`src/rtl/des_pkg.sv`:
```
// ----------------------------------------------------------------------------
// des_pkg
// Shared constants, tables and permutation functions for the DES pipeline.
// ----------------------------------------------------------------------------
package des_pkg;

    localparam int NUM_ROUNDS = 16;
    localparam int CFG_IDX_W  = 1;
    localparam int CFG_DATA_W = 64;

    typedef enum logic [CFG_IDX_W-1:0] {
        REG_CIPHER_KEY   = 1'b0,
        REG_DECRYPT_MODE = 1'b1
    } t_reg_idx;

    // Per-stage control that travels with each beat.
    typedef struct packed {
        logic valid;
    } t_stage_ctl;

    localparam int ROT_TAB [NUM_ROUNDS] = '{1,1,2,2,2,2,2,2,1,2,2,2,2,2,2,1};

    localparam int IP_TAB [64] = '{
        58,50,42,34,26,18,10,2, 60,52,44,36,28,20,12,4,
        62,54,46,38,30,22,14,6, 64,56,48,40,32,24,16,8,
        57,49,41,33,25,17,9,1,  59,51,43,35,27,19,11,3,
        61,53,45,37,29,21,13,5, 63,55,47,39,31,23,15,7};

    localparam int IPINV_TAB [64] = '{
        40,8,48,16,56,24,64,32, 39,7,47,15,55,23,63,31,
        38,6,46,14,54,22,62,30, 37,5,45,13,53,21,61,29,
        36,4,44,12,52,20,60,28, 35,3,43,11,51,19,59,27,
        34,2,42,10,50,18,58,26, 33,1,41,9,49,17,57,25};

    localparam int E_TAB [48] = '{
        32,1,2,3,4,5, 4,5,6,7,8,9, 8,9,10,11,12,13, 12,13,14,15,16,17,
        16,17,18,19,20,21, 20,21,22,23,24,25, 24,25,26,27,28,29,
        28,29,30,31,32,1};

    localparam int P_TAB [32] = '{
        16,7,20,21,29,12,28,17, 1,15,23,26,5,18,31,10,
        2,8,24,14,32,27,3,9,    19,13,30,6,22,11,4,25};

    localparam int PC1_TAB [56] = '{
        57,49,41,33,25,17,9,  1,58,50,42,34,26,18,
        10,2,59,51,43,35,27,  19,11,3,60,52,44,36,
        63,55,47,39,31,23,15, 7,62,54,46,38,30,22,
        14,6,61,53,45,37,29,  21,13,5,28,20,12,4};

    localparam int PC2_TAB [48] = '{
        14,17,11,24,1,5, 3,28,15,6,21,10, 23,19,12,4,26,8, 16,7,27,20,13,2,
        41,52,31,37,47,55, 30,40,51,45,33,48, 44,49,39,56,34,53,
        46,42,50,36,29,32};

    localparam logic [3:0] S_TAB [8][64] = '{
        '{14,4,13,1,2,15,11,8,3,10,6,12,5,9,0,7,
          0,15,7,4,14,2,13,1,10,6,12,11,9,5,3,8,
          4,1,14,8,13,6,2,11,15,12,9,7,3,10,5,0,
          15,12,8,2,4,9,1,7,5,11,3,14,10,0,6,13},
        '{15,1,8,14,6,11,3,4,9,7,2,13,12,0,5,10,
          3,13,4,7,15,2,8,14,12,0,1,10,6,9,11,5,
          0,14,7,11,10,4,13,1,5,8,12,6,9,3,2,15,
          13,8,10,1,3,15,4,2,11,6,7,12,0,5,14,9},
        '{10,0,9,14,6,3,15,5,1,13,12,7,11,4,2,8,
          13,7,0,9,3,4,6,10,2,8,5,14,12,11,15,1,
          13,6,4,9,8,15,3,0,11,1,2,12,5,10,14,7,
          1,10,13,0,6,9,8,7,4,15,14,3,11,5,2,12},
        '{7,13,14,3,0,6,9,10,1,2,8,5,11,12,4,15,
          13,8,11,5,6,15,0,3,4,7,2,12,1,10,14,9,
          10,6,9,0,12,11,7,13,15,1,3,14,5,2,8,4,
          3,15,0,6,10,1,13,8,9,4,5,11,12,7,2,14},
        '{2,12,4,1,7,10,11,6,8,5,3,15,13,0,14,9,
          14,11,2,12,4,7,13,1,5,0,15,10,3,9,8,6,
          4,2,1,11,10,13,7,8,15,9,12,5,6,3,0,14,
          11,8,12,7,1,14,2,13,6,15,0,9,10,4,5,3},
        '{12,1,10,15,9,2,6,8,0,13,3,4,14,7,5,11,
          10,15,4,2,7,12,9,5,6,1,13,14,0,11,3,8,
          9,14,15,5,2,8,12,3,7,0,4,10,1,13,11,6,
          4,3,2,12,9,5,15,10,11,14,1,7,6,0,8,13},
        '{4,11,2,14,15,0,8,13,3,12,9,7,5,10,6,1,
          13,0,11,7,4,9,1,10,14,3,5,12,2,15,8,6,
          1,4,11,13,12,3,7,14,10,15,6,8,0,5,9,2,
          6,11,13,8,1,4,10,7,9,5,0,15,14,2,3,12},
        '{13,2,8,4,6,15,11,1,10,9,3,14,5,0,12,7,
          1,15,13,8,10,3,7,4,12,5,6,11,0,14,9,2,
          7,11,4,1,9,12,14,2,0,6,10,13,15,3,5,8,
          2,1,14,7,4,10,8,13,15,12,9,0,3,5,6,11}};

    // Bit 1 of each table is the MSB.
    function automatic logic [63:0] perm_ip(input logic [63:0] x);
        logic [63:0] r;
        for (int i = 0; i < 64; i++) r[63-i] = x[64-IP_TAB[i]];
        return r;
    endfunction

    function automatic logic [63:0] perm_ipinv(input logic [63:0] x);
        logic [63:0] r;
        for (int i = 0; i < 64; i++) r[63-i] = x[64-IPINV_TAB[i]];
        return r;
    endfunction

    function automatic logic [55:0] perm_pc1(input logic [63:0] x);
        logic [55:0] r;
        for (int i = 0; i < 56; i++) r[55-i] = x[64-PC1_TAB[i]];
        return r;
    endfunction

    function automatic logic [47:0] perm_pc2(input logic [55:0] x);
        logic [47:0] r;
        for (int i = 0; i < 48; i++) r[47-i] = x[56-PC2_TAB[i]];
        return r;
    endfunction

    // Rotate both 28-bit halves left by n.
    function automatic logic [55:0] rot_cd(input logic [55:0] cd, input int n);
        logic [27:0] c;
        logic [27:0] d;
        c = cd[55:28];
        d = cd[27:0];
        for (int j = 0; j < n; j++) begin
            c = {c[26:0], c[27]};
            d = {d[26:0], d[27]};
        end
        return {c, d};
    endfunction

    // Feistel function: E, key mix, S-boxes, P.
    function automatic logic [31:0] feistel(input logic [31:0] r, input logic [47:0] k);
        logic [47:0] ex;
        logic [31:0] s;
        logic [31:0] p;
        logic [5:0]  six;
        for (int i = 0; i < 48; i++) ex[47-i] = r[32-E_TAB[i]];
        ex = ex ^ k;
        for (int i = 0; i < 8; i++) begin
            six = ex[47-6*i -: 6];
            s[31-4*i -: 4] = S_TAB[i][{six[5], six[0], six[4:1]}];
        end
        for (int i = 0; i < 32; i++) p[31-i] = s[32-P_TAB[i]];
        return p;
    endfunction

endpackage

```
`src/rtl/des_key_sched.sv`:
```
// ----------------------------------------------------------------------------
// des_key_sched
// Key and decrypt-mode registers and round-key table; recomputed when either is written.
// ----------------------------------------------------------------------------
module des_key_sched import des_pkg::*; (
    input  logic                  i_clk,
    input  logic                  i_rst_n,
    input  logic                  i_cfg_we,
    input  logic [CFG_IDX_W-1:0]  i_cfg_idx,
    input  logic [CFG_DATA_W-1:0] i_cfg_data,
    output logic [47:0]           o_round_key [NUM_ROUNDS]
);

    logic [63:0] r_key;
    logic        r_decrypt;
    logic [55:0] cd [NUM_ROUNDS+1];
    logic [47:0] rk [NUM_ROUNDS];

    always_ff @(posedge i_clk) begin
        if (!i_rst_n) begin
            r_key     <= '0;
            r_decrypt <= 1'b0;
        end else if (i_cfg_we) begin
            unique case (t_reg_idx'(i_cfg_idx))
                REG_CIPHER_KEY:   r_key     <= i_cfg_data;
                REG_DECRYPT_MODE: r_decrypt <= i_cfg_data[0];
                default: ;
            endcase
        end
    end

    // Static per-key logic; the key is to change only while idle, a rule on the user that the block does not enforce.
    always_comb begin
        cd[0] = perm_pc1(r_key);
        for (int i = 0; i < NUM_ROUNDS; i++) begin
            cd[i+1] = rot_cd(cd[i], ROT_TAB[i]);
            rk[i]   = perm_pc2(cd[i+1]);
        end
        for (int i = 0; i < NUM_ROUNDS; i++)
            o_round_key[i] = r_decrypt ? rk[NUM_ROUNDS-1-i] : rk[i];
    end

endmodule

```
`config.mk`:
```
export PLATFORM = sky130hd
export DESIGN_NAME = des_key_sched
export DESIGN_NICKNAME = d
export VERILOG_FILES = /design/src/rtl/des_pkg.sv /design/src/rtl/des_key_sched.sv
export SDC_FILE = /design/constraint.sdc
export NUM_CORES = 1
export LEC_CHECK = 0
export BUFFER_PORTS_ARGS = -buffer_cell sky130_fd_sc_hd__buf_2
export CORE_AREA = 2 2 326 328
export CTS_BUF_LIST = sky130_fd_sc_hd__clkbuf_16
export CTS_CLUSTER_SIZE = 30
export DETAILED_ROUTE_END_ITERATION = 8
export DIE_AREA = 0 0 328 330
export SYNTH_ARGS = -nofsm -noshare
export SYNTH_HDL_FRONTEND = slang
export SYNTH_SLANG_ARGS = --single-unit
```
`constraint.sdc`:
```
create_clock -name i_clk -period 1.35 [get_ports i_clk]
set_clock_uncertainty 0.05 [all_clocks]
set_input_delay 0.27 -clock i_clk [delete_from_list [all_inputs] [get_ports i_clk]]
set_output_delay 0.27 -clock i_clk [all_outputs]
set_load 0.02 [all_outputs]
```
[After elaboration in Yosys (flattened, before gate mapping)]
Cells that the tools add are included.
Word-level totals
  bits in registers: 65
Cells by class
  muxes and demuxes: 16
  bitwise operators: 1
  reduce and logical (&&, ||, !) cells: 2
Operator list (count)
  $mux 48: 16
  $reduce_and 2->1: 2
  $not 1->1: 1

[Depth between registers and ports, before layout]
  depth after elaboration: 2
  gate-level depth with buffers: 6
  depth with buffers taken out: 2

[Worst setup path before layout]
No wires, ideal clock.
  path type: reg2out
  start point: register r_decrypt
  end point: output port o_round_key[428] in the netlist's numbering
  arrival: 1.310 ns
  required time: 1.030 ns
  slack: -0.280 ns
  cell stages (with the launch flop): 7
  cells stage by stage: dfxtp_1 > buf_4 > buf_6 > nand2b_2 > buf_4 > nand2_1 > buf_4
RTL lines
  start: declaration: line des_key_sched.sv:15  | logic r_decrypt;
  start signal: assignment: line des_key_sched.sv:26  | REG_DECRYPT_MODE: r_decrypt <= i_cfg_data[0];
  end: declaration: line des_key_sched.sv:11  | output logic [47:0] o_round_key [NUM_ROUNDS]

==> summary.md <==
| Metric | Value |
|---|---|
| Status | finished, violations left |
| Starting density of the core | 6.39% |
| Syn_nets | 1321 |
| Setup WS post-layout | -0.666 ns |
| Total CTS buffers | 9 |
| Syn Std Cell Area | 6690 sq um |
| Max IR drop VDD | 0.447 mV |
| Remaining global-route overflow | 0 |
| Fin Hold WS | 0.0981 ns |
| Overall die height | 330 um |
| Port bufs | 828 |
| CP dominant cell by count | buf_12 |
| Worst-path clk slew | 0.07 ns |
| Relative slew slack | 77.6% |
| Max Slew Vio Count | 0 |
| First-pass GRT wire length | 86400 um |
| Mean Syn Cell Area | 5.34 sq um |
| Most frequent cell after synthesis | nand2_1 |
| Cell row count | 119 |
| Final Cycle Share | 149% |
| Worst-path fanout max | 19 |
| Top FF cell, synth | dfxtp_1 |
| # placed instances | 3417 |
| Share of layout cells above drive strength 1 | 60.7% |
| RSZ-0062 raised after global routing | yes |
| Crit Path Category | reg2out |
| Area contributors post-synth | nand2_1 48%, dfxtp_1 17%, buf_4 10%, buf_2 8.8%, mux2i_1 8.5% |
| Number of synthesized register bits | 57 |
| Drt wl/cell | 20.6 um |
| CTS tree | done |
| Vias per cell | 3.35 |
| Clock Latency Late Sink | 0.36 ns |
| P per Cell Area | 637 nW/um^2 |
| Async set-or-reset flop fraction in the synthesized netlist | 0% |
| Max Clk Rate | 0.496 GHz |
| Vias in the first global route | 9402 |
| Failing checks | setup timing |
| Critical Path Start Type | register |
| Flop-to-flop setup slack | 0.27 ns |
| CP Data Required Time | 1.03 ns |
| Slew @ Worst Pin | 0.327 ns |
| Synth area leader | nand2_1 |
| Yosys Warn Count | 0 |
| Cell class contributing the biggest share of worst-path delay | buffers and inverters |
| Crit path cell chain | buf_12 -> buf_12 -> nand2b_4 -> buf_12 -> nand2_1 -> buf_2 |
| Post-route total power | 10.2 mW |
| Post-route DRC | 0 |
| DR vias | 11543 |
| IO Count | 836 |
| Synth top cells by count | 859 x nand2_1, 118 x buf_2, 91 x buf_4 |
| Post-route ant nets | 0 |
| Critical path arrival | 1.70 ns |
| Root Driver | clkbuf_16 |
| Area Growth Syn to Fin | 139% |
| P_leak | 12.1 nW |
| Gate Count Post-Synth | 1253 |
| Final instance area | 16000 sq um |
| CP max stage cell | dfxtp_4 |
| DIE WIDTH | 328 um |
| Min-Delay Path Class | in2reg |
| EDFF count, synth | 0 |
| Total wire length | 71200 um |
| Fin nets | 2121 |
| Total GRT Usage | 11.8% |
| Top-area cell type share of the netlist area | 48.2% |
| Die Area | 108000 sq um |
| Placeable Area | 105000 sq um |
| Gpl congestion | 0.765 |
| Worst stage delay on the critical path | 0.38 ns |
| Worst slack, placed | -0.414 ns |
| Final hold vios | 0 |
| Yosys cell types | 11 |
| Maximum clock path buffer count | 2 |
| H-tree depth | 3 |
| Clock sinks | 57 |
| Initial drt markers | 830 |
| Placed inst area | 15100 sq um |
| Antenna violations before repair | 23 |
| Worst path buffer plus inverter count | 4 |
| Non-filler cells, final | 3450 |
| Tmin final | 2.02 ns |
| Setup violations, final | 768 |
| Crit end category | output port |
| Router iterations before antenna repair | 5 |
| Maxcap violations | 0 |
| CTS Hold Buffers Added | 0 |
| Largest net degree at the start of global routing | 35 |
| Sequential share of the synthesized area | 17.1% |
| Dpl hpwl | 57700 um |
==> routing by layer <==
layer,vias to the layer above,global-route usage (%),part of all wire (%)
met5,-,0,0.31
met3,98,4.08,9.3
met2,708,18.4,45
met1,5438,15.7,44
met4,32,2.12,1.6
li1,5267,-,-
==> worst paths after layout <==
path / start / endpoint / depth (start not counted)
min: i_cfg_data[59] / r_key[59]$_SDFFE_PN0P_ / 3
max: r_decrypt$_SDFFE_PN0P_ / o_round_key[522] / 6
min reg2reg: r_key[44]$_SDFFE_PN0P_ / r_key[44]$_SDFFE_PN0P_ / 2
max reg2reg: r_decrypt$_SDFFE_PN0P_ / r_decrypt$_SDFFE_PN0P_ / 3
==> tightest hold or removal path: stages <==
cell and delay [ns]:
buf_2 0.10, nand2_1 0.05, mux2i_1 0.05
==> kinds of logic (layout without fill, tap and decap cells) <==
| family | count (synthesis) | after routing | share of synthesized area (%) |
|---|---|---|---|
| buffers and inverters | 223 | 1025 | 20.5 |
| muxes | 57 | 57 | 8.53 |
| other | 0 | 1 | 0 |
| DFF | 57 | 57 | 17.1 |
| and+or+nand+nor | 916 | 919 | 53.9 |
==> cell type report <==
| class | instances | area [sq um] |
|---|---|---|
| clock inverter | 7 | 80.1 |
| antenna | 1 | 2.50 |
| timing repair buffer | 1009 | 7230 |
| fill | 11935 | 88700 |
| sequential | 57 | 1140 |
| multi-input combinational | 976 | 5570 |
| tap | 1391 | 1740 |
| clock buffer | 9 | 225 |
==> what timing repair did <==
item / CTS / global route
endpoints found under the setup margin: 768 / 768
setup buffers: 6 / 2
pin swaps: 0 / 1
resized for setup: 59 / 41
cloned: 2 / 6
==> stage by stage <==
step | utilization, % | setup TNS, ns
3_3_place_gp | 14.4 | -157.50
2_1_floorplan | - | -2.65
4_1_cts | 15.0 | -475.66
5_1_grt | 15.3 | -496.82
6_report | 15.3 | -439.31
3_5_place_dp | 14.4 | -165.51
==> registers in the layout, indices dropped and copies added, names as in the netlist <==
name       cells
r_decrypt      1
r_key         56
==> cell usage in the layout, fill, tap and decap left out, types with 29 or more instances in the layout <==
cell type	Yosys	final
buf_4	91	86
mux2i_1	57	57
nand2b_4	3	39
nand2_8	0	29
dfxtp_1	57	56
nand2_2	0	106
buf_2	118	780
nand2_4	0	48
nand2_1	859	676
buf_12	0	114
==> where the power goes <==
group	switching, mW	total [mW]	internal [mW]
clock network	1.02	2.46	1.45
registers	0.115	1.88	1.77
logic	3.77	5.84	2.07
total	4.90	10.2	5.29
No activity file was read; power rests on OpenSTA's default activity.
