--- src/rtl/des_pkg.sv ---
// ----------------------------------------------------------------------------
// des_pkg
// Shared constants, tables and permutation functions for the DES pipeline.
// ----------------------------------------------------------------------------
package des_pkg;

    localparam int NUM_ROUNDS = 16;
    localparam int CFG_IDX_W  = 1;
    localparam int CFG_DATA_W = 64;

    typedef enum logic [CFG_IDX_W-1:0] {
        REG_CIPHER_KEY   = 1'b0,
        REG_DECRYPT_MODE = 1'b1
    } t_reg_idx;

    // Per-stage control that travels with each beat.
    typedef struct packed {
        logic valid;
    } t_stage_ctl;

    localparam int ROT_TAB [NUM_ROUNDS] = '{1,1,2,2,2,2,2,2,1,2,2,2,2,2,2,1};

    localparam int IP_TAB [64] = '{
        58,50,42,34,26,18,10,2, 60,52,44,36,28,20,12,4,
        62,54,46,38,30,22,14,6, 64,56,48,40,32,24,16,8,
        57,49,41,33,25,17,9,1,  59,51,43,35,27,19,11,3,
        61,53,45,37,29,21,13,5, 63,55,47,39,31,23,15,7};

    localparam int IPINV_TAB [64] = '{
        40,8,48,16,56,24,64,32, 39,7,47,15,55,23,63,31,
        38,6,46,14,54,22,62,30, 37,5,45,13,53,21,61,29,
        36,4,44,12,52,20,60,28, 35,3,43,11,51,19,59,27,
        34,2,42,10,50,18,58,26, 33,1,41,9,49,17,57,25};

    localparam int E_TAB [48] = '{
        32,1,2,3,4,5, 4,5,6,7,8,9, 8,9,10,11,12,13, 12,13,14,15,16,17,
        16,17,18,19,20,21, 20,21,22,23,24,25, 24,25,26,27,28,29,
        28,29,30,31,32,1};

    localparam int P_TAB [32] = '{
        16,7,20,21,29,12,28,17, 1,15,23,26,5,18,31,10,
        2,8,24,14,32,27,3,9,    19,13,30,6,22,11,4,25};

    localparam int PC1_TAB [56] = '{
        57,49,41,33,25,17,9,  1,58,50,42,34,26,18,
        10,2,59,51,43,35,27,  19,11,3,60,52,44,36,
        63,55,47,39,31,23,15, 7,62,54,46,38,30,22,
        14,6,61,53,45,37,29,  21,13,5,28,20,12,4};

    localparam int PC2_TAB [48] = '{
        14,17,11,24,1,5, 3,28,15,6,21,10, 23,19,12,4,26,8, 16,7,27,20,13,2,
        41,52,31,37,47,55, 30,40,51,45,33,48, 44,49,39,56,34,53,
        46,42,50,36,29,32};

    localparam logic [3:0] S_TAB [8][64] = '{
        '{14,4,13,1,2,15,11,8,3,10,6,12,5,9,0,7,
          0,15,7,4,14,2,13,1,10,6,12,11,9,5,3,8,
          4,1,14,8,13,6,2,11,15,12,9,7,3,10,5,0,
          15,12,8,2,4,9,1,7,5,11,3,14,10,0,6,13},
        '{15,1,8,14,6,11,3,4,9,7,2,13,12,0,5,10,
          3,13,4,7,15,2,8,14,12,0,1,10,6,9,11,5,
          0,14,7,11,10,4,13,1,5,8,12,6,9,3,2,15,
          13,8,10,1,3,15,4,2,11,6,7,12,0,5,14,9},
        '{10,0,9,14,6,3,15,5,1,13,12,7,11,4,2,8,
          13,7,0,9,3,4,6,10,2,8,5,14,12,11,15,1,
          13,6,4,9,8,15,3,0,11,1,2,12,5,10,14,7,
          1,10,13,0,6,9,8,7,4,15,14,3,11,5,2,12},
        '{7,13,14,3,0,6,9,10,1,2,8,5,11,12,4,15,
          13,8,11,5,6,15,0,3,4,7,2,12,1,10,14,9,
          10,6,9,0,12,11,7,13,15,1,3,14,5,2,8,4,
          3,15,0,6,10,1,13,8,9,4,5,11,12,7,2,14},
        '{2,12,4,1,7,10,11,6,8,5,3,15,13,0,14,9,
          14,11,2,12,4,7,13,1,5,0,15,10,3,9,8,6,
          4,2,1,11,10,13,7,8,15,9,12,5,6,3,0,14,
          11,8,12,7,1,14,2,13,6,15,0,9,10,4,5,3},
        '{12,1,10,15,9,2,6,8,0,13,3,4,14,7,5,11,
          10,15,4,2,7,12,9,5,6,1,13,14,0,11,3,8,
          9,14,15,5,2,8,12,3,7,0,4,10,1,13,11,6,
          4,3,2,12,9,5,15,10,11,14,1,7,6,0,8,13},
        '{4,11,2,14,15,0,8,13,3,12,9,7,5,10,6,1,
          13,0,11,7,4,9,1,10,14,3,5,12,2,15,8,6,
          1,4,11,13,12,3,7,14,10,15,6,8,0,5,9,2,
          6,11,13,8,1,4,10,7,9,5,0,15,14,2,3,12},
        '{13,2,8,4,6,15,11,1,10,9,3,14,5,0,12,7,
          1,15,13,8,10,3,7,4,12,5,6,11,0,14,9,2,
          7,11,4,1,9,12,14,2,0,6,10,13,15,3,5,8,
          2,1,14,7,4,10,8,13,15,12,9,0,3,5,6,11}};

    // Bit 1 of each table is the MSB.
    function automatic logic [63:0] perm_ip(input logic [63:0] x);
        logic [63:0] r;
        for (int i = 0; i < 64; i++) r[63-i] = x[64-IP_TAB[i]];
        return r;
    endfunction

    function automatic logic [63:0] perm_ipinv(input logic [63:0] x);
        logic [63:0] r;
        for (int i = 0; i < 64; i++) r[63-i] = x[64-IPINV_TAB[i]];
        return r;
    endfunction

    function automatic logic [55:0] perm_pc1(input logic [63:0] x);
        logic [55:0] r;
        for (int i = 0; i < 56; i++) r[55-i] = x[64-PC1_TAB[i]];
        return r;
    endfunction

    function automatic logic [47:0] perm_pc2(input logic [55:0] x);
        logic [47:0] r;
        for (int i = 0; i < 48; i++) r[47-i] = x[56-PC2_TAB[i]];
        return r;
    endfunction

    // Rotate both 28-bit halves left by n.
    function automatic logic [55:0] rot_cd(input logic [55:0] cd, input int n);
        logic [27:0] c;
        logic [27:0] d;
        c = cd[55:28];
        d = cd[27:0];
        for (int j = 0; j < n; j++) begin
            c = {c[26:0], c[27]};
            d = {d[26:0], d[27]};
        end
        return {c, d};
    endfunction

    // Feistel function: E, key mix, S-boxes, P.
    function automatic logic [31:0] feistel(input logic [31:0] r, input logic [47:0] k);
        logic [47:0] ex;
        logic [31:0] s;
        logic [31:0] p;
        logic [5:0]  six;
        for (int i = 0; i < 48; i++) ex[47-i] = r[32-E_TAB[i]];
        ex = ex ^ k;
        for (int i = 0; i < 8; i++) begin
            six = ex[47-6*i -: 6];
            s[31-4*i -: 4] = S_TAB[i][{six[5], six[0], six[4:1]}];
        end
        for (int i = 0; i < 32; i++) p[31-i] = s[32-P_TAB[i]];
        return p;
    endfunction

endpackage

--- src/rtl/des_round.sv ---
// ----------------------------------------------------------------------------
// des_round
// One registered Feistel round with valid and stall handling.
// ----------------------------------------------------------------------------
module des_round import des_pkg::*; (
    input  logic        i_clk,
    input  logic        i_rst_n,
    input  logic        i_adv,
    input  t_stage_ctl  i_ctl,
    input  logic [31:0] i_left,
    input  logic [31:0] i_right,
    input  logic [47:0] i_key,
    output t_stage_ctl  o_ctl,
    output logic [31:0] o_left,
    output logic [31:0] o_right
);

    t_stage_ctl  r_ctl;
    logic [31:0] r_left;
    logic [31:0] r_right;

    always_ff @(posedge i_clk) begin
        if (!i_rst_n) r_ctl <= '0;
        else if (i_adv) r_ctl <= i_ctl;
    end

    always_ff @(posedge i_clk) begin
        if (i_adv) begin
            r_left  <= i_right;
            r_right <= i_left ^ feistel(i_right, i_key);
        end
    end

    assign o_ctl   = r_ctl;
    assign o_left  = r_left;
    assign o_right = r_right;

endmodule

--- config.mk ---
export PLATFORM = sky130hd
export DESIGN_NAME = des_round
export DESIGN_NICKNAME = d
export VERILOG_FILES = /design/src/rtl/des_pkg.sv /design/src/rtl/des_round.sv
export SDC_FILE = /design/constraint.sdc
export NUM_CORES = 1
export LEC_CHECK = 0
export ABC_AREA = 1
export BUFFER_PORTS_ARGS = -buffer_cell sky130_fd_sc_hd__buf_4
export CAP_MARGIN = 20
export CELL_PAD_IN_SITES_DETAIL_PLACEMENT = 1
export CELL_PAD_IN_SITES_GLOBAL_PLACEMENT = 1
export CORE_MARGIN = 8
export CORE_UTILIZATION = 34
export DETAILED_ROUTE_END_ITERATION = 10
export PLACE_DENSITY_LB_ADDON = 0.1
export SLEW_MARGIN = 25
export SYNTH_ARGS = -nofsm -noshare
export SYNTH_HDL_FRONTEND = slang
export SYNTH_SLANG_ARGS = --single-unit
--- constraint.sdc ---
create_clock -name i_clk -period 1.8 [get_ports i_clk]
set_input_delay 0.18 -clock i_clk [delete_from_list [all_inputs] [get_ports i_clk]]
set_output_delay 0.18 -clock i_clk [all_outputs]
set_load 0.05 [all_outputs]
### Yosys cells after proc, flatten, opt, wreduce, memory -nomap -nowiden

Memories as Yosys holds them, arrays and structs flattened.
Index checks and enable logic that the tools add are counted.

| storage, ports and cells | value |
|---|---|
| register bits | 65 |
| memory bits (read-only) | 2048 |
| input port bits | 116 |
| output and inout bits | 65 |
| word-level logic and storage cells | 45 |
| memories kept | 8 |

Memories:

| name | words | width | read ports | clocked after Yosys merged registers in | wr ports | RTL line | source |
|---|---|---|---|---|---|---|---|
| (name not given) | 64 | 4 | 1 | 0 | 0 | des_pkg.sv:137 | `s[31-4*i -: 4] = S_TAB[i][{six[5], six[0], six[4:1]}];` |
| (name not given) | 64 | 4 | 1 | 0 | 0 | des_pkg.sv:137 |  |
| (name not given) | 64 | 4 | 1 | 0 | 0 | des_pkg.sv:137 |  |
| (name not given) | 64 | 4 | 1 | 0 | 0 | des_pkg.sv:137 |  |
| (name not given) | 64 | 4 | 1 | 0 | 0 | des_pkg.sv:137 |  |
| (name not given) | 64 | 4 | 1 | 0 | 0 | des_pkg.sv:137 |  |
| 2 more memories | n/a | n/a | n/a | n/a | n/a | n/a |  |

| operators by class | value |
|---|---|
| order comparisons | 8 |
| muxes and demuxes | 16 |
| bitwise gates (word level) | 10 |

Operators by type and width:

| kind | number |
|---|---|
| 4-bit two-way mux | 16 |
| 7-bit >= comparator, second input constant | 8 |
| 6-bit inverter with 7-bit output | 8 |
| 48-bit bitwise XOR | 1 |
| 32-bit bitwise XOR | 1 |

### Depth between registers and ports, before layout

| depth | value |
|---|---|
| depth after elaboration | 6 |
| mapped depth | 15 |
| gate-level depth less buffers | 15 |

### Worst setup path before layout

OpenSTA, ideal clock, no wires.

| path | value |
|---|---|
| kind | input port to flip-flop |
| start | in i_right[9] |
| end | reg r_right[21], in the netlist o_right[21] (data pin) |
| setup time | 0.252 ns |
| arrival time | 1.506 ns |
| data required time | 1.548 ns |
| path slack | 0.042 ns |
| stages | 15 |
| buffers on the path | 0 |
| cell sequence | inv_1 -> nand2_1 -> nand2_1 -> inv_1 -> ha_1 -> inv_1 -> nand2_1 -> nand2_1 -> nand2_1 -> nand3_1 -> nand2_1 -> nand2_1 -> nand2_1 -> nand2_1 -> nand2_1 |

| between the ends | value |
|---|---|
| word-level cells in the longest chain between the ends | 6 |

Ends and longest elaborated chain:

| element | RTL line | source |
|---|---|---|
| start, declared | des_round.sv:11 | `input logic [31:0] i_right,` |
| 48-bit bitwise XOR | des_pkg.sv:134 | `ex = ex ^ k;` |
| 6-bit inverter with 7-bit output (not written as such) | des_pkg.sv:137 |  |
| memory read 64 x 4 bit | n/a |  |
| 4-bit two-way mux (not written as such) (2 in series) | des_pkg.sv:137 |  |
| 32-bit bitwise XOR | des_round.sv:30 | `r_right <= i_left ^ feistel(i_right, i_key);` |
| end signal, assigned | des_round.sv:30 |  |
| end, declared | des_round.sv:20 | `logic [31:0] r_right;` |

No other way between the ends. The select of a mux whose other input is x is not followed.
A chain may end at the register's enable or synchronous reset.

### Final worst setup path

| path | value |
|---|---|
| start | in i_key[38] |
| end | reg r_right[19], in the netlist o_right[19] (data pin) |

| between the ends | value |
|---|---|
| word-level cells in the longest chain between the ends | 6 |

Ends and longest elaborated chain:

| element | RTL line | source |
|---|---|---|
| start, declared | des_round.sv:12 | `input logic [47:0] i_key,` |
| 48-bit bitwise XOR | des_pkg.sv:134 |  |
| 6-bit inverter with 7-bit output (not written as such) | des_pkg.sv:137 |  |
| memory read 64 x 4 bit | n/a |  |
| 4-bit two-way mux (not written as such) (2 in series) | des_pkg.sv:137 |  |
| 32-bit bitwise XOR | des_round.sv:30 |  |

No other way between the ends. The select of a mux whose other input is x is not followed.

==> metrics.yaml <==
status: "complete, no violations"
start_util_pct: 34.6
cts_buffers: 9
track_usage_pct: 19.7
yosys_warnings: 0
drt_iter0_markers: 491
via_per_inst: 4.95
synth_nets: 1473
netlist.area_leader.share_pct: 30.1
critPathKind: "in -> reg"
synthSimpleGateAreaFrac_pct: 50.7
use_met3_pct: 4.05
syn_inst: 1295
yosys.area.top_type: "nand2_1"
synth_area_leaders: "nand2_1, edfxtp_1, nand3_1"
min_from: "i_right[9]"
total_leakage_power_uw: 0.00577
powerDensity_nw_per_um2: 740
grt_pass1_wl_um: 46400
hold_class: "in -> reg"
num_vias: 9063
grt_busiest_layer: "met2"
synth-xor-area-share_pct: 4.60
final_area_um2: 10400
die_x_um: 168
wire_per_inst_um: 15.1
dieArea_um2: 28300
placedInstanceArea_um2: 10100
post-route-min-period_ns: 1.54
finalHoldViolations: 0
htreeDepth: 3
cts_resized: 0
drc: 0
core-area_um2: 22700
drv_cap: 0
worstReg2RegStart: "o_ctl"
clock.fmax_mhz: 649
cts_tree: "built"
grt_pass1_vias: 9458
r2r_setup_slack_ns: 1.12
skew_ns: 0
setup_viol: 0
path_clk_slew_ns: 0.06
async_flop_share_pct: 0
dominantRegCellSynth: "edfxtp_1"
netlist_area_um2: 7860
die_h_um: 168
ff2ff_path_depth: 2
grt_overflow: 0
rr_endpoint: "o_ctl"
syn_area_per_cell_um2: 6.07
antennaDiodeCount: 0
multi_input_area_um2: 5250
hpwl_um: 22600
clockBufferDepth: 2
final_net_count: 1719
crit_slowest_cell: "ha_1"
clk_latency_ns: 0.34
cts_sinks: 65
ys_seq_elements: 65
drive_gt1_share_pct: 19.5
synthMuxAreaShare_pct: 0
grt_util_met2_pct: 34.0
place.gp.congestion: 0.909
synth_compound_area_share_pct: 1.69
num_rows: 55
synth_cell_types: 22
critPathMaxFanout: 4
holdPathEnd: "o_left[9]"
seq_area_um2: 1940
synth.yosys.seq_area_share_pct: 24.7
synth_edf_count: 64
synth.most_common_cell: "nand2_1"
vdd_drop_max_v: 0.000374
cp-start-kind: "input port"
max_stage_delay_ns: 0.34
fin_crit_sh_pct: 85.6
crit_arrival_ns: 1.63
timing.critical_path.mode_cell: "nand2_1"
holdWs_ns: 0.0356
grt_start_max_net_pins: 67
cts_setup_buffers: 0
io_pins: 181
cp_cell_sequence: "buf_4 -> xor2_1 -> ha_1 -> inv_1 -> nand2_1 -> nand3_1 -> nand3_1 -> nand3_1 -> nand2_1 -> nand2_1 -> nand2_1"
drt-pass1-iter-count: 5
numPortBuffers: 180
drt-total-wl_um: 27700
end_kind: "flip-flop"
min_path_cells: 1
antenna_found_initial: 0
synth_top_family_by_area: "simple AND/OR/NAND/NOR gates"
cts-root-buf: "clkbuf_16"
synth_fa_ha_area_share_pct: 9.86
postCtsHoldBufs: 0
area_growth_pct: 32.0
ant_nets: 0
max_slew_margin_pct: 68.8
slew_violations: 0
tightest_slew_ns: 0.467
rsz0062_at_grt: "false"
cp.required_ns: 1.89
n_fill_cell: 3096
power_uw: 7680
met1_usage_pct: 24.8
synth_common_cells: "nand2_1, nand3_1, inv_1, edfxtp_1, ha_1"
==> report_power, final <==
group          leakage [uW]  internal, uW  total, uW  switching, uW
Clock              0.000146          1210       1950            733
Combinational       0.00499          1340       3780           2440
Sequential         0.000634          1890       1950           57.8
==> state kept, by name (all words and copies together) (netlist names) <==
name and cells:
o_right 32, o_ctl 1, o_left 32
==> worst max-delay path, delay by kind of cell <==
kind	cells	cell delay [ns]
buffers and inverters	2	0.25
xor gates and xnor gates	1	0.29
and+or+nand+nor	7	0.59
adders and majority gates	1	0.34
==> worst max path at each step <==
stage | start | to | slack (ns)
global route | i_key[38] | o_right[19] | 0.06
floorplan | i_right[9] | o_right[21] | 0.04
detailed placement | i_key[38] | o_right[19] | -0.12
finish | i_key[38] | o_right[19] | 0.26
CTS | i_key[38] | o_right[19] | 0.24
global placement | i_key[37] | o_right[30] | -0.04
==> routing by layer <==
layer	part of all wire, %	wire (um)
met5	0	0
met4	1.2	346
met3	4.9	1350
met2	48	13200
met1	46	12800
==> logic make-up after synthesis <==
logic type	count (synthesis)
AO/OA/AOI/OAI	25
XOR/XNOR	31
AND/OR/NAND/NOR	946
adder cells (fa/ha/maj)	62
flip-flops	65
buffers and inverters	166
==> area by class of cell <==
cell class	instances	area share, %
repair buffers	265	19.3
flip-flops and latches	65	18.7
multi-input cells	1064	50.6
clock inverters	5	0.772
inverters	136	4.92
well taps	285	3.44
clock buffers	11	2.24
==> through the flow <==
stage | std cells | util [%] | worst slack, ns | TNS (ns)
3_3_place_gp | 1815 | 44.3 | -0.0383 | -0.0897
2_1_floorplan | 1295 | - | 0.0419 | 0
5_1_grt | 1831 | 45.7 | 0.0634 | 0
4_1_cts | 1831 | 45.7 | 0.240 | 0
3_5_place_dp | 1815 | 44.3 | -0.121 | -0.539
6_report | 1831 | 45.7 | 0.259 | 0
==> cells in the final DEF (no fill, tap or decap), drive strengths merged <==
master      n
edfxtp     64
nand3b     20
clkinvlp    2
clkinv      1
ha         62
xor2        8
dfxtp       1
buf       265
nand4       2
o21ai      14
clkbuf     11
a21oi       8
o211ai      2
nand3     280
xnor2      23
inv       136
nand2     632
o21bai      1
nor2       12
bufinv      2
Note: power is estimated with default switching activity, not from simulation.
